$ cat src/rtl/core/ultrasonic_ranger_scan_sequencer_top_macros.svh
// ----------------------------------------------------------------------------
// Ranger scan sequencer assertion macros
// Concurrent assertion helpers shared by the sequencer RTL.
// ----------------------------------------------------------------------------
`ifndef ULTRASONIC_RANGER_SCAN_SEQUENCER_TOP_MACROS_SVH
`define ULTRASONIC_RANGER_SCAN_SEQUENCER_TOP_MACROS_SVH

`ifndef NO_ASSERTIONS
// Condition holds in the same cycle as the trigger.
`define USS_ASSERT_SAME(label, clk, rst, trig, cond) \
   label: assert property (@(posedge clk) disable iff (rst) (trig) |-> (cond)) \
      else $error("sequencer check failed");
// Condition holds in the cycle after the trigger.
`define USS_ASSERT_NEXT(label, clk, rst, trig, cond) \
   label: assert property (@(posedge clk) disable iff (rst) (trig) |=> (cond)) \
      else $error("sequencer check failed");
`else
`define USS_ASSERT_SAME(label, clk, rst, trig, cond)
`define USS_ASSERT_NEXT(label, clk, rst, trig, cond)
`endif

`endif

$ cat src/rtl/core/uss_pkg.sv
// ----------------------------------------------------------------------------
// Ranger scan sequencer package
// Types, command and register codes shared by the sequencer modules.
// ----------------------------------------------------------------------------
package uss_pkg;

   // Sensors in one scan; the order and mux tables hold four entries.
   localparam int SENSOR_COUNT = 4;
   localparam int SCAN_LEN = (SENSOR_COUNT > 4) ? 4 : ((SENSOR_COUNT < 1) ? 1 : SENSOR_COUNT);
   localparam logic [1:0] POS_LAST = 2'(SCAN_LEN - 1);

   typedef enum logic [1:0] {
      CMD_TICK  = 2'd0,
      CMD_RISE  = 2'd1,
      CMD_FALL  = 2'd2,
      CMD_START = 2'd3
   } cmd_type;

   typedef enum logic [2:0] {
      PHASE_IDLE    = 3'd0,
      PHASE_POWER   = 3'd1,
      PHASE_TRIGGER = 3'd2,
      PHASE_RISE    = 3'd3,
      PHASE_FALL    = 3'd4
   } phase_type;

   localparam logic [2:0] CSR_TRIGGER_TICKS = 3'd0;
   localparam logic [2:0] CSR_TIMEOUT_TICKS = 3'd1;
   localparam logic [2:0] CSR_CAPTURE_WRAP  = 3'd2;
   localparam logic [2:0] CSR_POWER_TICKS   = 3'd3;
   localparam logic [2:0] CSR_DIST_SCALE    = 3'd4;
   localparam logic [2:0] CSR_ORDER_TABLE   = 3'd5;
   localparam logic [2:0] CSR_MUX_TABLE     = 3'd6;

   typedef struct packed {
      logic [7:0]  trigger_ticks;
      logic [15:0] timeout_ticks;
      logic [15:0] capture_wrap;
      logic [7:0]  power_cycle_ticks;
      logic [15:0] distance_scale;
      logic [7:0]  order_table;
      logic [11:0] mux_table;
   } cfg_type;

   // Result of one request before the distance is scaled.
   typedef struct packed {
      logic [3:0]  trigger_lines;
      logic [2:0]  mux_channel;
      logic        supply_on;
      logic        busy_res;
      logic        reading_valid;
      logic [1:0]  sensor_id;
      logic [15:0] pulse_ticks;
      logic        timed_out;
      logic        scan_done;
   } stage_type;

endpackage

$ cat src/rtl/core/ultrasonic_ranger_scan_sequencer_top.sv
// Each request passes through the input register, the control result register and the
// distance stage's response register, which presents the response until it is taken.
// Throughput: one request per cycle while responses are taken without stalling.
// Pipeline stages still take requests while a response waits, until they are full.
// Reset is synchronous and active high; it empties all stages, idles the scan and
// restores the configuration defaults.
// ----------------------------------------------------------------------------
// Ultrasonic ranger scan sequencer
// Sequences trigger, echo capture and timeout over four rangers in turn.
// ----------------------------------------------------------------------------
module ultrasonic_ranger_scan_sequencer_top
   import uss_pkg::*;
(
   input  logic        clock,
   input  logic        reset,
   input  logic        req_tvalid,
   output logic        req_tready,
   input  logic [15:0] req_tdata,   // capture_time
   input  logic [1:0]  req_tuser,   // command
   output logic        rsp_tvalid,
   input  logic        rsp_tready,
   output logic [47:0] rsp_tdata,   // trigger_lines, mux_channel, supply_on, busy_res,
                                    // sensor_id, pulse_ticks, distance_mm, timed_out, zeros
   output logic        rsp_tuser,   // reading_valid
   output logic        rsp_tlast,   // scan_done
   input  logic        csr_we,
   input  logic [2:0]  csr_addr,
   input  logic [15:0] csr_wdata
);

   cfg_type     cfg;
   logic        in_valid_ff;
   cmd_type     in_cmd_ff;
   logic [15:0] in_cap_ff;
   logic        ctrl_ready;
   logic        ctrl_valid;
   stage_type   ctrl_res;
   logic        dist_ready;

   assign req_tready = !in_valid_ff || ctrl_ready;

   always_ff @(posedge clock) begin
      if (reset) begin
         in_valid_ff <= 1'b0;
      end else if (req_tready) begin
         in_valid_ff <= req_tvalid;
      end
   end

   always_ff @(posedge clock) begin
      if (req_tvalid && req_tready) begin
         in_cmd_ff <= cmd_type'(req_tuser);
         in_cap_ff <= req_tdata;
      end
   end

   uss_csr u_csr (
      .clock     (clock),
      .reset     (reset),
      .csr_we    (csr_we),
      .csr_addr  (csr_addr),
      .csr_wdata (csr_wdata),
      .cfg       (cfg)
   );

   uss_ctrl u_ctrl (
      .clock     (clock),
      .reset     (reset),
      .cfg       (cfg),
      .in_valid  (in_valid_ff),
      .in_ready  (ctrl_ready),
      .in_cmd    (in_cmd_ff),
      .in_cap    (in_cap_ff),
      .out_valid (ctrl_valid),
      .out_ready (dist_ready),
      .out_res   (ctrl_res)
   );

   uss_dist u_dist (
      .clock          (clock),
      .reset          (reset),
      .distance_scale (cfg.distance_scale),
      .in_valid       (ctrl_valid),
      .in_ready       (dist_ready),
      .in_res         (ctrl_res),
      .out_valid      (rsp_tvalid),
      .out_ready      (rsp_tready),
      .out_tdata      (rsp_tdata),
      .out_tuser      (rsp_tuser),
      .out_tlast      (rsp_tlast)
   );

endmodule

$ cat src/rtl/core/uss_csr.sv
// ----------------------------------------------------------------------------
// Ranger scan sequencer configuration registers
// Write-only register bank with reset defaults.
// ----------------------------------------------------------------------------
module uss_csr
   import uss_pkg::*;
(
   input  logic        clock,
   input  logic        reset,
   input  logic        csr_we,
   input  logic [2:0]  csr_addr,
   input  logic [15:0] csr_wdata,
   output cfg_type     cfg
);

   cfg_type cfg_ff;
   cfg_type cfg_in;

   always_comb begin
      cfg_in = cfg_ff;
      if (csr_we) begin
         unique case (csr_addr)
            CSR_TRIGGER_TICKS: cfg_in.trigger_ticks     = csr_wdata[7:0];
            CSR_TIMEOUT_TICKS: cfg_in.timeout_ticks     = csr_wdata;
            CSR_CAPTURE_WRAP:  cfg_in.capture_wrap      = csr_wdata;
            CSR_POWER_TICKS:   cfg_in.power_cycle_ticks = csr_wdata[7:0];
            CSR_DIST_SCALE:    cfg_in.distance_scale    = csr_wdata;
            CSR_ORDER_TABLE:   cfg_in.order_table       = csr_wdata[7:0];
            CSR_MUX_TABLE:     cfg_in.mux_table         = csr_wdata[11:0];
            default:           cfg_in = cfg_ff;
         endcase
      end
   end

   always_ff @(posedge clock) begin
      if (reset) begin
         cfg_ff.trigger_ticks     <= 8'd10;
         cfg_ff.timeout_ticks     <= 16'd8000;
         cfg_ff.capture_wrap      <= 16'd19999;
         cfg_ff.power_cycle_ticks <= 8'd100;
         cfg_ff.distance_scale    <= 16'd11239;
         cfg_ff.order_table       <= 8'd216;
         cfg_ff.mux_table         <= 12'd1719;
      end else begin
         cfg_ff <= cfg_in;
      end
   end

   assign cfg = cfg_ff;

endmodule

$ cat src/rtl/core/uss_ctrl.sv
// ----------------------------------------------------------------------------
// Ranger scan sequencer control
// Scan state machine, pulse width and result register for each request.
// ----------------------------------------------------------------------------
`include "ultrasonic_ranger_scan_sequencer_top_macros.svh"

module uss_ctrl
   import uss_pkg::*;
(
   input  logic        clock,
   input  logic        reset,
   input  cfg_type     cfg,
   input  logic        in_valid,
   output logic        in_ready,
   input  cmd_type     in_cmd,
   input  logic [15:0] in_cap,
   output logic        out_valid,
   input  logic        out_ready,
   output stage_type   out_res
);

   phase_type   phase_ff, phase_in;
   logic [1:0]  pos_ff, pos_in;
   logic [7:0]  trig_cnt_ff, trig_cnt_in;
   logic [15:0] wait_cnt_ff, wait_cnt_in;
   logic [7:0]  power_cnt_ff, power_cnt_in;
   logic [15:0] echo_start_ff, echo_start_in;
   logic        restart_ff, restart_in;
   logic        res_valid_ff;
   stage_type   res_ff, res_in;

   logic        step;
   logic [7:0]  trig_inc, power_inc;
   logic [15:0] wait_inc;
   logic        measuring;
   logic        tick_timeout, fall_done, done, last;
   logic [17:0] wrap_sum;
   logic [15:0] echo_pulse, pulse;
   logic [1:0]  sensor_now, sensor_next;

   assign in_ready = !res_valid_ff || out_ready;
   assign step     = in_valid && in_ready;

   // Shared event decode for the next-state and result logic.
   always_comb begin
      trig_inc   = trig_cnt_ff + 8'd1;
      power_inc  = power_cnt_ff + 8'd1;
      wait_inc   = (wait_cnt_ff == 16'hFFFF) ? wait_cnt_ff : wait_cnt_ff + 16'd1;
      measuring  = (phase_ff == PHASE_TRIGGER) || (phase_ff == PHASE_RISE) ||
                   (phase_ff == PHASE_FALL);
      tick_timeout = (in_cmd == CMD_TICK) && measuring && (wait_inc >= cfg.timeout_ticks);
      fall_done    = (in_cmd == CMD_FALL) && (phase_ff == PHASE_FALL);
      done       = tick_timeout || fall_done;
      last       = (pos_ff >= POS_LAST);
      sensor_now = cfg.order_table[{pos_ff, 1'b0} +: 2];

      // When the capture counter has wrapped, the sum may fall below zero or
      // exceed sixteen bits, so it is clamped.
      wrap_sum = {2'b00, cfg.capture_wrap} - {2'b00, echo_start_ff} + {2'b00, in_cap};
      if (in_cap > echo_start_ff) begin
         echo_pulse = in_cap - echo_start_ff;
      end else if (wrap_sum[17]) begin
         echo_pulse = 16'd0;
      end else if (wrap_sum[16]) begin
         echo_pulse = 16'hFFFF;
      end else begin
         echo_pulse = wrap_sum[15:0];
      end

      if (tick_timeout) begin
         pulse = cfg.timeout_ticks;
      end else if (fall_done) begin
         pulse = echo_pulse;
      end else begin
         pulse = 16'd0;
      end
   end

   // Next state.
   always_comb begin
      phase_in      = phase_ff;
      pos_in        = pos_ff;
      trig_cnt_in   = trig_cnt_ff;
      wait_cnt_in   = wait_cnt_ff;
      power_cnt_in  = power_cnt_ff;
      echo_start_in = echo_start_ff;
      restart_in    = restart_ff;

      unique case (in_cmd)
         CMD_START: begin
            if (phase_ff == PHASE_IDLE) begin
               pos_in = 2'd0;
               if (restart_ff) begin
                  restart_in   = 1'b0;
                  power_cnt_in = 8'd0;
                  phase_in     = PHASE_POWER;
               end else begin
                  phase_in    = PHASE_TRIGGER;
                  trig_cnt_in = 8'd0;
                  wait_cnt_in = 16'd0;
               end
            end
         end
         CMD_TICK: begin
            if (phase_ff == PHASE_POWER) begin
               power_cnt_in = power_inc;
               if (power_inc >= cfg.power_cycle_ticks) begin
                  phase_in    = PHASE_TRIGGER;
                  trig_cnt_in = 8'd0;
                  wait_cnt_in = 16'd0;
               end
            end else if (measuring) begin
               if (phase_ff == PHASE_TRIGGER) begin
                  trig_cnt_in = trig_inc;
                  if (trig_inc >= cfg.trigger_ticks) begin
                     phase_in = PHASE_RISE;
                  end
               end
               wait_cnt_in = wait_inc;
               if (tick_timeout) begin
                  restart_in = 1'b1;
               end
            end
         end
         CMD_RISE: begin
            if ((phase_ff == PHASE_RISE) || (phase_ff == PHASE_FALL)) begin
               echo_start_in = in_cap;
               phase_in      = PHASE_FALL;
            end
         end
         CMD_FALL: begin
            phase_in = phase_ff;
         end
         default: phase_in = phase_ff;
      endcase

      if (done) begin
         if (last) begin
            pos_in   = 2'd0;
            phase_in = PHASE_IDLE;
         end else begin
            pos_in      = pos_ff + 2'd1;
            phase_in    = PHASE_TRIGGER;
            trig_cnt_in = 8'd0;
            wait_cnt_in = 16'd0;
         end
      end
   end

   // Result fields, status taken after the request has been applied.
   always_comb begin
      sensor_next          = cfg.order_table[{pos_in, 1'b0} +: 2];
      res_in.trigger_lines = (phase_in == PHASE_TRIGGER) ? 4'(4'b0001 << sensor_next) : 4'd0;
      res_in.mux_channel   = 3'(cfg.mux_table >> (4'(sensor_next) * 4'd3));
      res_in.supply_on     = (phase_in != PHASE_POWER);
      res_in.busy_res      = (phase_in != PHASE_IDLE);
      res_in.reading_valid = done;
      res_in.sensor_id     = done ? sensor_now : 2'd0;
      res_in.pulse_ticks   = pulse;
      res_in.timed_out     = tick_timeout;
      res_in.scan_done     = done && last;
   end

   always_ff @(posedge clock) begin
      if (reset) begin
         phase_ff      <= PHASE_IDLE;
         pos_ff        <= 2'd0;
         trig_cnt_ff   <= 8'd0;
         wait_cnt_ff   <= 16'd0;
         power_cnt_ff  <= 8'd0;
         echo_start_ff <= 16'd0;
         restart_ff    <= 1'b0;
         res_valid_ff  <= 1'b0;
      end else begin
         if (step) begin
            phase_ff      <= phase_in;
            pos_ff        <= pos_in;
            trig_cnt_ff   <= trig_cnt_in;
            wait_cnt_ff   <= wait_cnt_in;
            power_cnt_ff  <= power_cnt_in;
            echo_start_ff <= echo_start_in;
            restart_ff    <= restart_in;
         end
         if (in_ready) begin
            res_valid_ff <= in_valid;
         end
      end
   end

   always_ff @(posedge clock) begin
      if (step) begin
         res_ff <= res_in;
      end
   end

   assign out_valid = res_valid_ff;
   assign out_res   = res_ff;

   `USS_ASSERT_NEXT(a_last_goes_idle, clock, reset, step && done && last, phase_ff == PHASE_IDLE)
   `USS_ASSERT_NEXT(a_timeout_arms_restart, clock, reset, step && tick_timeout, restart_ff)
   `USS_ASSERT_SAME(a_position_in_scan, clock, reset, 1'b1, pos_ff <= POS_LAST)
   `USS_ASSERT_SAME(a_power_without_restart, clock, reset, phase_ff == PHASE_POWER, !restart_ff)

endmodule

$ cat src/rtl/core/uss_dist.sv
// ----------------------------------------------------------------------------
// Ranger scan sequencer distance stage
// Scales the pulse width to millimetres and holds the outgoing response.
// ----------------------------------------------------------------------------
module uss_dist
   import uss_pkg::*;
(
   input  logic        clock,
   input  logic        reset,
   input  logic [15:0] distance_scale,
   input  logic        in_valid,
   output logic        in_ready,
   input  stage_type   in_res,
   output logic        out_valid,
   input  logic        out_ready,
   output logic [47:0] out_tdata,  // trigger_lines, mux_channel, supply_on, busy_res,
                                   // sensor_id, pulse_ticks, distance_mm, timed_out, zeros
   output logic        out_tuser,  // reading_valid
   output logic        out_tlast   // scan_done
);

   logic        valid_ff;
   stage_type   res_ff;
   logic [13:0] dist_ff, dist_in;
   logic [31:0] product;
   logic [32:0] rounded;

   assign in_ready = !valid_ff || out_ready;

   // Q16 scale with round half up, saturated to fourteen bits.
   always_comb begin
      product = in_res.pulse_ticks * distance_scale;
      rounded = {1'b0, product} + 33'd32768;
      dist_in = (rounded[32:30] != 3'd0) ? 14'h3FFF : rounded[29:16];
   end

   always_ff @(posedge clock) begin
      if (reset) begin
         valid_ff <= 1'b0;
      end else if (in_ready) begin
         valid_ff <= in_valid;
      end
   end

   always_ff @(posedge clock) begin
      if (in_valid && in_ready) begin
         res_ff  <= in_res;
         dist_ff <= dist_in;
      end
   end

   assign out_valid = valid_ff;
   assign out_tdata = {6'd0, res_ff.timed_out, dist_ff, res_ff.pulse_ticks, res_ff.sensor_id,
                       res_ff.busy_res, res_ff.supply_on, res_ff.mux_channel,
                       res_ff.trigger_lines};
   assign out_tuser = res_ff.reading_valid;
   assign out_tlast = res_ff.scan_done;

endmodule

$ cat config.mk
export PLATFORM = sky130hd
export DESIGN_NAME = ultrasonic_ranger_scan_sequencer_top
export DESIGN_NICKNAME = d
export VERILOG_FILES = /design/src/rtl/core/uss_pkg.sv /design/src/rtl/core/ultrasonic_ranger_scan_sequencer_top.sv /design/src/rtl/core/uss_csr.sv /design/src/rtl/core/uss_ctrl.sv /design/src/rtl/core/uss_dist.sv
export VERILOG_INCLUDE_DIRS = /design/src /design/src/rtl/core
export SDC_FILE = /design/constraint.sdc
export NUM_CORES = 1
export LEC_CHECK = 0
export ABC_CLOCK_PERIOD_IN_PS = 7800
export BUFFER_PORTS_ARGS = -buffer_cell sky130_fd_sc_hd__clkbuf_2
export CORE_UTILIZATION = 64
export CTS_CLUSTER_DIAMETER = 50
export DETAILED_ROUTE_END_ITERATION = 16
export PLACE_DENSITY = 0.82
export SYNTH_ARGS = -nofsm -noshare
export SYNTH_HDL_FRONTEND = slang
export SYNTH_SLANG_ARGS = --single-unit
$ cat constraint.sdc
create_clock -name clock -period 7.8 [get_ports clock]
set_input_delay 2.34 -clock clock [delete_from_list [all_inputs] [get_ports clock]]
set_output_delay 2.34 -clock clock [all_outputs]
set_load 0.01 [all_outputs]
Yosys cells after proc, flatten, opt, wreduce, memory -nomap -nowiden
Cells that the tools add are included.
{"block": "word_totals", "ff_bits": 233, "input_bits": 42, "output_inout_bits": 52}
{"block": "op_classes", "n_addsub": 8, "mul": 2, "order_cmp": 5, "eq_ne": 22, "shifts": 4, "mux": 47, "n_reduce_logical": 33}
{"cell": "$mux W16", "count": 13}
{"cell": "$mux W8", "count": 11}
{"cell": "$add A32 B16 Y33 const B", "count": 1}
{"cell": "$mul A16 B16 Y32", "count": 1}
{"cell": "$pmux W16 S2", "count": 1}
{"cell": "$pmux W8 S2", "count": 2}
{"cell": "$mux W3", "count": 8}
{"cell": "$add A18 B16 Y18", "count": 1}
{"cell": "$sub A16 B16 Y17", "count": 1}
{"cell": "$add A16 B1 Y16 const B", "count": 1}
{"cell": "$add A8 B1 Y8 const B", "count": 2}
{"cell": "$eq A16 B16 Y1 const B", "count": 1}
{"cell": "$ge A16 B16 Y1", "count": 1}
{"cell": "$ge A8 B8 Y1", "count": 2}
{"cell": "$gt A16 B16 Y1", "count": 1}
{"cell": "$shiftx A8 B4 Y2", "count": 2}
{"cell": "$sub A16 B16 Y16", "count": 1}
{"cell": "$eq A3 B2 Y1 const B", "count": 5}
{"cell": "$reduce_and A2 Y1", "count": 7}
{"cell": "$eq A3 B3 Y1 const B", "count": 4}
{"cell": "$mux W2", "count": 6}
{"cell": "$pmux W3 S4", "count": 1}
{"cell": "$shr A12 B4 Y3", "count": 1}
{"cell": "$ne A2 B1 Y1 const B", "count": 4}
{"cell": "21 further kinds", "count": 43}

Longest topological paths before layout
Gate-level depths: netlist of the first run.
{"block": "depth", "ltp_word": 10, "depth_mapped": 24, "depth_no_buf": 22}

By module
A second synthesis of the first run with hierarchy kept.
{"block": "hier_totals", "hier_cells": 2344, "area_unflattened_um2": 21739.6}
{"module": "uss_dist", "n_inst": 1, "cells_per_inst": 1079, "area_per_inst_um2": 10237.3, "seq_area_each_um2": 1341.3}
{"module": "uss_ctrl", "n_inst": 1, "cells_per_inst": 926, "area_per_inst_um2": 7586.0, "seq_area_each_um2": 2001.9}
{"module": "uss_csr", "n_inst": 1, "cells_per_inst": 316, "area_per_inst_um2": 3320.7, "seq_area_each_um2": 1681.6}
{"module": "ultrasonic_ranger_scan_sequencer_top", "n_inst": 1, "cells_per_inst": 23, "area_per_inst_um2": 595.6, "seq_area_each_um2": 560.5}

Least setup slack after synthesis of the first run
OpenSTA, ideal clock, no wires.
{"block": "synth_timing", "path_kind": "flip-flop to flip-flop", "startpoint": "register u_csr.cfg[29] (netlist name)", "endpoint": "register u_dist.dist_ff[11] (data pin)", "arrival_time_ns": 5.899, "path_slack_ns": 1.642, "stages_incl_launch_ff": 25, "n_path_buf": 2, "period_less_slack_ns": 6.158, "cell_sequence": "dfxtp_1 > clkbuf_1 > clkbuf_1 > nand2_1 > fa_1 > inv_1 > fa_1 > inv_1 > fa_1 > inv_1 > fa_1 > fa_1 > inv_1 > fa_1 > inv_1 > ha_1 > o21a_1 > o211ai_1 > nand3_1 > nand2_1 > nor3b_2 > a41oi_1 > mux2i_2 > nand2_1 > or2_1"}
{"block": "synth_via", "elab_chain_len": 3}
{"element": "$mul A16 B16 Y32 *", "line": "uss_dist.sv:32", "rtl": "product = in_res.pulse_ticks * distance_scale;"}
{"element": "$add A32 B16 Y33 *", "line": "uss_dist.sv:33", "rtl": "rounded = {1'b0, product} + 33'd32768;"}
{"element": "$reduce_bool A3 Y1", "line": "uss_dist.sv:34", "rtl": "dist_in = (rounded[32:30] != 3'd0) ? 14'h3FFF : rounded[29:16];"}
{"element": "end signal, assigned", "line": "uss_dist.sv:48", "rtl": "dist_ff <= dist_in;"}
{"element": "end, declared", "line": "uss_dist.sv:24", "rtl": "logic [13:0] dist_ff, dist_in;"}
Mark *: on every way between the ends. The rest lies on a longest branch, timed or not.
A chain may end at the register's enable or synchronous reset.

Final worst setup path of the first run
{"block": "layout_timing", "startpoint": "register u_ctrl.res_ff (netlist bit u_ctrl.out_res[9])", "endpoint": "register u_dist.dist_ff[11] (data pin)"}
{"block": "layout_via", "elab_chain_len": 3}
{"element": "start, declared", "line": "uss_ctrl.sv:30", "rtl": "stage_type res_ff, res_in;"}
{"element": "start signal, assigned", "line": "uss_ctrl.sv:192", "rtl": "res_ff <= res_in;"}
{"element": "$mul A16 B16 Y32 *", "line": "uss_dist.sv:32"}
{"element": "$add A32 B16 Y33 *", "line": "uss_dist.sv:33"}
{"element": "$reduce_bool A3 Y1", "line": "uss_dist.sv:34"}
Marked as above.

==> results of run 1 <==
critical path, delay by kind of cell, from the launching register on:
family / cells / cell delay (ns)
muxes: 1 / 0.48
DFF: 1 / 0.74
adders and majority gates: 7 / 3.07
AOI/OAI and AO/OA: 4 / 1.55
and+or+nand+nor: 5 / 0.93
buffers and inverters: 3 / 0.14
sequential cells by signal, indices dropped and copies added, names as in the netlist, 3 cells and up:
register / count
u_dist.out_tdata: 28
u_ctrl.wait_cnt_ff: 16
u_csr.cfg: 84
u_ctrl.out_res: 30
u_ctrl.echo_start_ff: 16
u_ctrl.phase_ff: 3
u_dist.dist_ff: 14
u_ctrl.power_cnt_ff: 8
in_cap_ff: 16
u_ctrl.trig_cnt_ff: 8
layer usage:
metal	global-route usage [%]	part of all wire, %	wire length (um)
met5	0	0	0
met4	12.1	3.8	1940
met3	4.87	7.4	3790
met2	53.7	49	25400
met1	38.8	39	20300
layout make-up:
type	count	area share [%]
clock buffer	37	3.66
clock inverter	18	0.832
inverter	325	5.34
multi-input combinational	1715	61.1
sequential	233	24.4
tap	442	2.42
timing repair buffer	96	2.21
report_power, final:
part | switching [uW] | leakage, uW | internal [uW]
clock | 584 | 0.000515 | 813
combinational | 1540 | 0.00802 | 1180
sequential | 55.3 | 0.00200 | 1420
through the flow:
stage               util, %  power, uW
floorplan                 -       3540
global placement       67.1       4120
detailed placement     67.1       4200
CTS                    70.3       5620
global route           70.3       6030
finish                 70.3       5600
layout by cell type, fill, tap and decap left out, types with 32 or more instances in the layout:
master / instances
fa_1: 197
clkbuf_2: 86
nand3b_1: 40
a21oi_1: 123
nor3_1: 32
edfxtp_1: 92
and2_1: 139
inv_1: 324
dfxtp_1: 141
nand2_1: 368
ha_1: 205
nor2_1: 102
xnor2_1: 42
nand3_1: 50
o21ai_0: 57
worst paths after layout:
kind / from / end / slack, ns
worst max register to register: u_ctrl.out_res[9]$_DFFE_PP_ / u_dist.dist_ff[11]$_SDFFCE_PP1P_ / 0.59
worst min register to register: u_ctrl.out_res[19]$_SDFFCE_PP0P_ / u_dist.out_tdata[10]$_DFFE_PP_ / 0.42
worst min-delay path: u_ctrl.out_res[19]$_SDFFCE_PP0P_ / u_dist.out_tdata[10]$_DFFE_PP_ / 0.42
worst max-delay path: u_ctrl.out_res[9]$_DFFE_PP_ / u_dist.dist_ff[11]$_SDFFCE_PP1P_ / 0.59
logic make-up after synthesis:
family	after synthesis	synth area share (%)
compound gates	354	10.7
flops	233	26.4
xor+xnor	73	3.06
fa+ha+maj	402	30.8
simple gates	852	19.7
buf+inv	420	7.68
other cells	1	0.0177
mux	28	1.64
synth_stat cells (all sizes together), types with 4 or more instances:
cell / instances
a311oi: 11
and3: 17
nor4: 12
edfxtp: 92
nor2: 103
nor3: 34
a22oi: 9
dfxtp: 141
a21o: 28
mux2: 5
and2: 139
a21oi: 125
mux4: 4
nand2: 368
a31oi: 22
or2: 9
a211oi: 13
nor2b: 14
xnor2: 43
ha: 205
a211o: 10
o21ai: 62
nand3: 50
inv: 324
o21bai: 6
nand2b: 24
fa: 197
a41oi: 4
o21a: 6
buf: 11
o211ai: 23
nand4: 11
a21boi: 5
xor2: 30
mux2i: 19
nand3b: 40
or3: 10
clkbuf: 84
nor3b: 5
==> out/metrics.yaml, run 1 <==
placed_design:
  gp_congestion: 0.903
  port-buffer-count: 87
  dp_hpwl_um: 39100
  dpl_cell_area_um2: 21800
  pre_cts_ws_ns: 0.681
  placed_cells_incl_taps: 2811
clock_network:
  cts_buffers: 30
  clk-insertion-delay-late_ns: 0.59
  post_cts_buffers: 0
  ctsResizeCount: 0
  clockBufferDepth: 3
  htreeDepth: 1
  cts-root-buf: "clkbuf_16"
  cts_tree: "built"
  cts_hold_buf: 0
  cts.sinks: 233
  clkSlewWorstSetupHoldPaths_ns: 0.06
timing:
  finClkSkew_ns: 0.0176
  hold_violations: 0
  max_freq_mhz: 139
  finalHoldWorstSlack_ns: 0.417
  worst_pin_slew_ns: 1.13
  fin_crit_ns: 7.21
  maxSlewHeadroom_pct: 24.3
  fin_ws_ns: 0.588
  finalMaxSlewViolations: 0
  fin_tns_setup_ns: 0
  finalCritPeriodShare_pct: 92.5
  setup_violations: 0
  grt_setup_unrepaired: "no"
layout:
  n_antenna_cell: 0
  layout-drive-gt1-share_pct: 7.43
  finish.instance_area_um2: 22900
  num-fill-cells: 2489
  area_growth_pct: 8.11
  layout.nets: 2845
  multi_input_area_um2: 14000
  fin_cells: 2866
  seq_area_um2: 5590
critical_path:
  slowest_stage: "edfxtp_1"
  crit_arrival_ns: 7.53
  critPathLaunchType: "register"
  crit_chain: "nand2_1 > fa_1 > fa_1 > inv_1 > ha_1 > fa_1 > fa_1 > inv_1 > fa_1 > inv_1 > ha_1 > and3_1 > a22o_1 > a311oi_1 > o211a_1 > nor3b_2 > a41oi_1 > mux2i_2 > nand2_1 > or2_1"
  max_stage_delay_ns: 0.74
  crit_path_end_kind: "register"
  criticalPathCategory: "reg -> reg"
  crit_top_cell: "fa_1"
  rr_worst_depth: 20
  cp_max_fo: 17
  critPathRequiredTime_ns: 8.12
drt:
  drtPass1Iterations: 6
  postRouteAntennaNets: 0
  drt_iter0_markers: 1506
  route.detailed.drc: 0
  viasPerCell: 5.89
  vias: 16893
  wirelength_um: 51400
  wl_per_cell_um: 17.9
synthesis:
  ys_warn_count: 0
  synth_edf_count: 92
  async_reset_ff_share_pct: 0
  synth_flop_cell: "dfxtp_1"
  yosys.area.top_type: "fa_1"
  synth.top_cell.area_share_pct: 18.6
  synth.avg_cell_area_um2: 8.95
  syn_area_um2: 21100
  synth_area_leaders: "fa_1, dfxtp_1, edfxtp_1"
  ys_types: 85
  synth-seq-cells: 233
  synth_cells: 2363
  yosysSeqAreaShare_pct: 26.4
floorplanning:
  die_height_um: 184
  core-area_um2: 32500
  die-width_um: 184
  pin_count: 94
  fp.dieArea_um2: 33800
  initial_core_util_pct: 65.0
  row_count: 66
outcome:
  status: "finished clean"
job:
  cap_violations: 0
global_routing:
  grt_pass1_wl_um: 82800
  grt_pass1_vias: 16817
  antenna_found_initial: 0
  grt-ovfl-total: 0
  grtUsageTotal_pct: 31.0
  grt_max_degree: 89
pwr:
  p_leak_uw: 0.0105
  vdd_ir_drop_max_uv: 304
  power_density_nw_per_um2: 245
worst_hold_path:
  min_path_cells: 0
  hp-class: "reg -> reg"
Power figures use the tool's default switching activity.
==> run 2, diff against run 1 <==
--- a/config.mk
+++ b/config.mk
@@ -6,6 +6,7 @@
 export SDC_FILE = /design/constraint.sdc
 export NUM_CORES = 1
 export LEC_CHECK = 0
+export ABC_AREA = 1
 export ABC_CLOCK_PERIOD_IN_PS = 7800
 export BUFFER_PORTS_ARGS = -buffer_cell sky130_fd_sc_hd__clkbuf_2
 export CORE_UTILIZATION = 64
==> out/metrics.yaml, run 2 <==
drt:
  viasPerCell: 5.69  # -3.5%
  wl_per_cell_um: 17.6  # -2.1%
  wirelength_um: 60100  # +17%
  vias: 19444  # +15%
  drt_iter0_markers: 1739  # +15%
  route.detailed.drc: 0  # unchanged
  drtPass1Iterations: 6  # unchanged
  postRouteAntennaNets: 0  # unchanged
placed_design:
  dp_hpwl_um: 45900  # +17%
  placed_cells_incl_taps: 3361  # +20%
  port-buffer-count: 87  # unchanged
  dpl_cell_area_um2: 22900  # +4.8%
  pre_cts_ws_ns: 1.56  # +0.877 ns
  gp_congestion: 0.966  # +7.0%
global_routing:
  grt_pass1_vias: 19458  # +16%
  grtUsageTotal_pct: 33.9  # +2.9 points
  grt-ovfl-total: 0  # unchanged
  antenna_found_initial: 0  # unchanged
  grt_max_degree: 62  # -30%
  grt_pass1_wl_um: 96500  # +17%
synthesis:
  yosysSeqAreaShare_pct: 25.0  # -1.4 points
  synth.avg_cell_area_um2: 7.63  # -15%
  synth.top_cell.area_share_pct: 17.7  # -0.97 points
  yosysMostFrequentCell: "nand2_1"
  ys_warn_count: 0  # unchanged
  syn_area_um2: 22300  # +5.5%
  synth_flop_cell: "dfxtp_1"
  synth_area_leaders: "fa_1, dfxtp_1, edfxtp_1"
  ys_types: 52  # -39%
  synth-seq-cells: 233  # unchanged
  synth_common_cells: "nand2_1, inv_1, ha_1"
  yosys.area.top_type: "fa_1"
  synth_cells: 2925  # +24%
  synth_edf_count: 92  # unchanged
  async_reset_ff_share_pct: 0  # unchanged
clock_network:
  cts-root-buf: "clkbuf_16"
  post_cts_buffers: 0  # unchanged
  cts.sinks: 233  # unchanged
  cts_tree: "built"
  cts_hold_buf: 0  # unchanged
  ctsResizeCount: 0  # unchanged
  htreeDepth: 1  # unchanged
  cts_buffers: 31  # +3.3%
  clk-insertion-delay-late_ns: 0.59  # about the same
  clkSlewWorstSetupHoldPaths_ns: 0.06  # about the same
  clockBufferDepth: 3  # unchanged
floorplanning:
  core-area_um2: 34500  # +5.9%
  initial_core_util_pct: 64.7  # -0.27 points
  die_height_um: 189  # +2.7%
  die-width_um: 189  # +2.7%
  row_count: 68  # +3.0%
  fp.dieArea_um2: 35600  # +5.4%
  pin_count: 94  # unchanged
critical_path:
  r2r-end: "u_dist.dist_ff[3]$_SDFFCE_PP1P_"
  reg2reg_slack_ns: 1.50  # +0.91 ns
  crit_arrival_ns: 6.62  # -0.91 ns
  crit_path_end_kind: "register"
  rr_worst_depth: 20  # unchanged
  critPathRequiredTime_ns: 8.12  # about the same
  crit_path_start: "u_ctrl.out_res[11]$_DFFE_PP_"
  cp_max_fo: 17  # unchanged
  endpoint: "u_dist.dist_ff[3]$_SDFFCE_PP1P_"
  critPathLaunchType: "register"
  criticalPathCategory: "reg -> reg"
  r2r_start: "u_ctrl.out_res[11]$_DFFE_PP_"
outcome:
  status: "finished clean"
layout:
  layout.nets: 3383  # +19%
  num-fill-cells: 2826  # +14%
  layout_common_cells: "nand2_1, inv_1, ha_1"
  n_antenna_cell: 0  # unchanged
  final_common_cell: "nand2_1"
  largest_reg_flops: 84  # unchanged
  multi_input_area_um2: 13900  # -0.47%
  fin_cells: 3419  # +19%
  area_growth_pct: 7.39
  seq_area_um2: 5590  # unchanged
  layout-drive-gt1-share_pct: 6.61  # -0.81 points
  finish.instance_area_um2: 24000  # +4.8%
timing:
  fin_tns_setup_ns: 0  # unchanged
  hold_violations: 0  # unchanged
  finalHoldWorstSlack_ns: 0.418  # +0.000540 ns
  finClkSkew_ns: 0.0145  # -0.00317 ns
  worst_pin_slew_ns: 1.12  # -0.0127 ns
  fin_crit_ns: 6.30  # -0.914 ns
  finalCritPeriodShare_pct: 80.7  # -12 points
  maxSlewHeadroom_pct: 25.1  # +0.75 points
  fin_ws_ns: 1.50  # +0.914 ns
  grt_setup_unrepaired: "no"
  max_freq_mhz: 159  # +15%
  setup_violations: 0  # unchanged
  finalMaxSlewViolations: 0  # unchanged
job:
  cap_violations: 0  # unchanged
pwr:
  vdd_ir_drop_max_uv: 594  # +96%
  power_density_nw_per_um2: 306  # +25%
  p_leak_uw: 0.0125  # +18%
worst_hold_path:
  hp-class: "reg -> reg"
[run 2: critical path, stage by stage (launching register included)]
cell and delay [ns]:
edfxtp_1 0.87, nand2_1 0.18, fa_1 0.53, fa_1 0.58
fa_1 0.45, fa_1 0.55, inv_1 0.05, fa_1 0.49
fa_1 0.41, ha_1 0.34, nand2_1 0.10, nor2_1 0.14
nand4_1 0.11, nor2_1 0.12, nor2_1 0.08, o21ai_2 0.23
nand3_1 0.15, nand3b_1 0.12, nand2_1 0.09, nor2_4 0.29
nand3_1 0.14
[run 2: kinds of logic after synthesis]
family          Yosys count  synth area share, %
xor+xnor                 67                 2.63
fa+ha+maj               402                 29.2
other cells               1               0.0168
flops                   233                 25.0
simple gates           1015                 19.0
buf+inv                 741                 12.8
compound gates          466                 11.4
[run 2: area by class of cell]
type                            count  share of cell area [%]
Multi-Input combinational cell   1956                    58.1
Inverter                          623                    9.76
Clock inverter                     22                    1.04
Clock buffer                       36                    3.41
Timing Repair Buffer               94                    2.04
Sequential cell                   233                    23.3
Tap cell                          455                    2.38
[run 2: routing by layer]
metal  up-vias  GRT usage, %  routed length (um)  share of wire, %
li1       9165             -                   -                 -
met1      9266          42.4               24000                40
met2       827          57.8               28800                48
met3       186          4.27                4440               7.4
met4         0          16.8                2880               4.8
met5         -             0                   0                 0
[run 2: through the flow]
step                      total power, uW  utilization (%)
final                                7330             69.5
after CTS                            7330             69.5
after global placement               5760             66.4
after floorplan                      4690                -
after detailed placement             5850             66.4
after global routing                 7930             69.5
[run 2: report_power, final]
part	internal, uW	leakage (uW)	total [uW]	switching, uW
Sequential	1460	0.00201	1540	73.7
Clock	866	0.000523	1460	598
Combinational	1600	0.00994	4330	2730
[run 2: worst min path at each step]
stage	from	end	slack [ns]	depth (start not counted)
3_5_place_dp	u_ctrl.out_res[18]$_SDFFCE_PP0P_	u_dist.out_tdata[9]$_DFFE_PP_	0.41	0
6_report	u_ctrl.out_res[18]$_SDFFCE_PP0P_	u_dist.out_tdata[9]$_DFFE_PP_	0.42	0
4_1_cts	u_ctrl.out_res[1]$_DFFE_PP_	u_dist.out_tdata[41]$_DFFE_PP_	0.42	0
5_1_grt	u_ctrl.out_res[23]$_DFFE_PP_	u_dist.out_tdata[4]$_DFFE_PP_	0.43	0
3_3_place_gp	u_ctrl.out_res[28]$_SDFFCE_PP0P_	u_dist.out_tdata[2]$_DFFE_PP_	0.40	0
2_1_floorplan	u_ctrl.out_res[26]$_SDFFCE_PP0P_	u_dist.out_tdata[0]$_DFFE_PP_	0.40	0
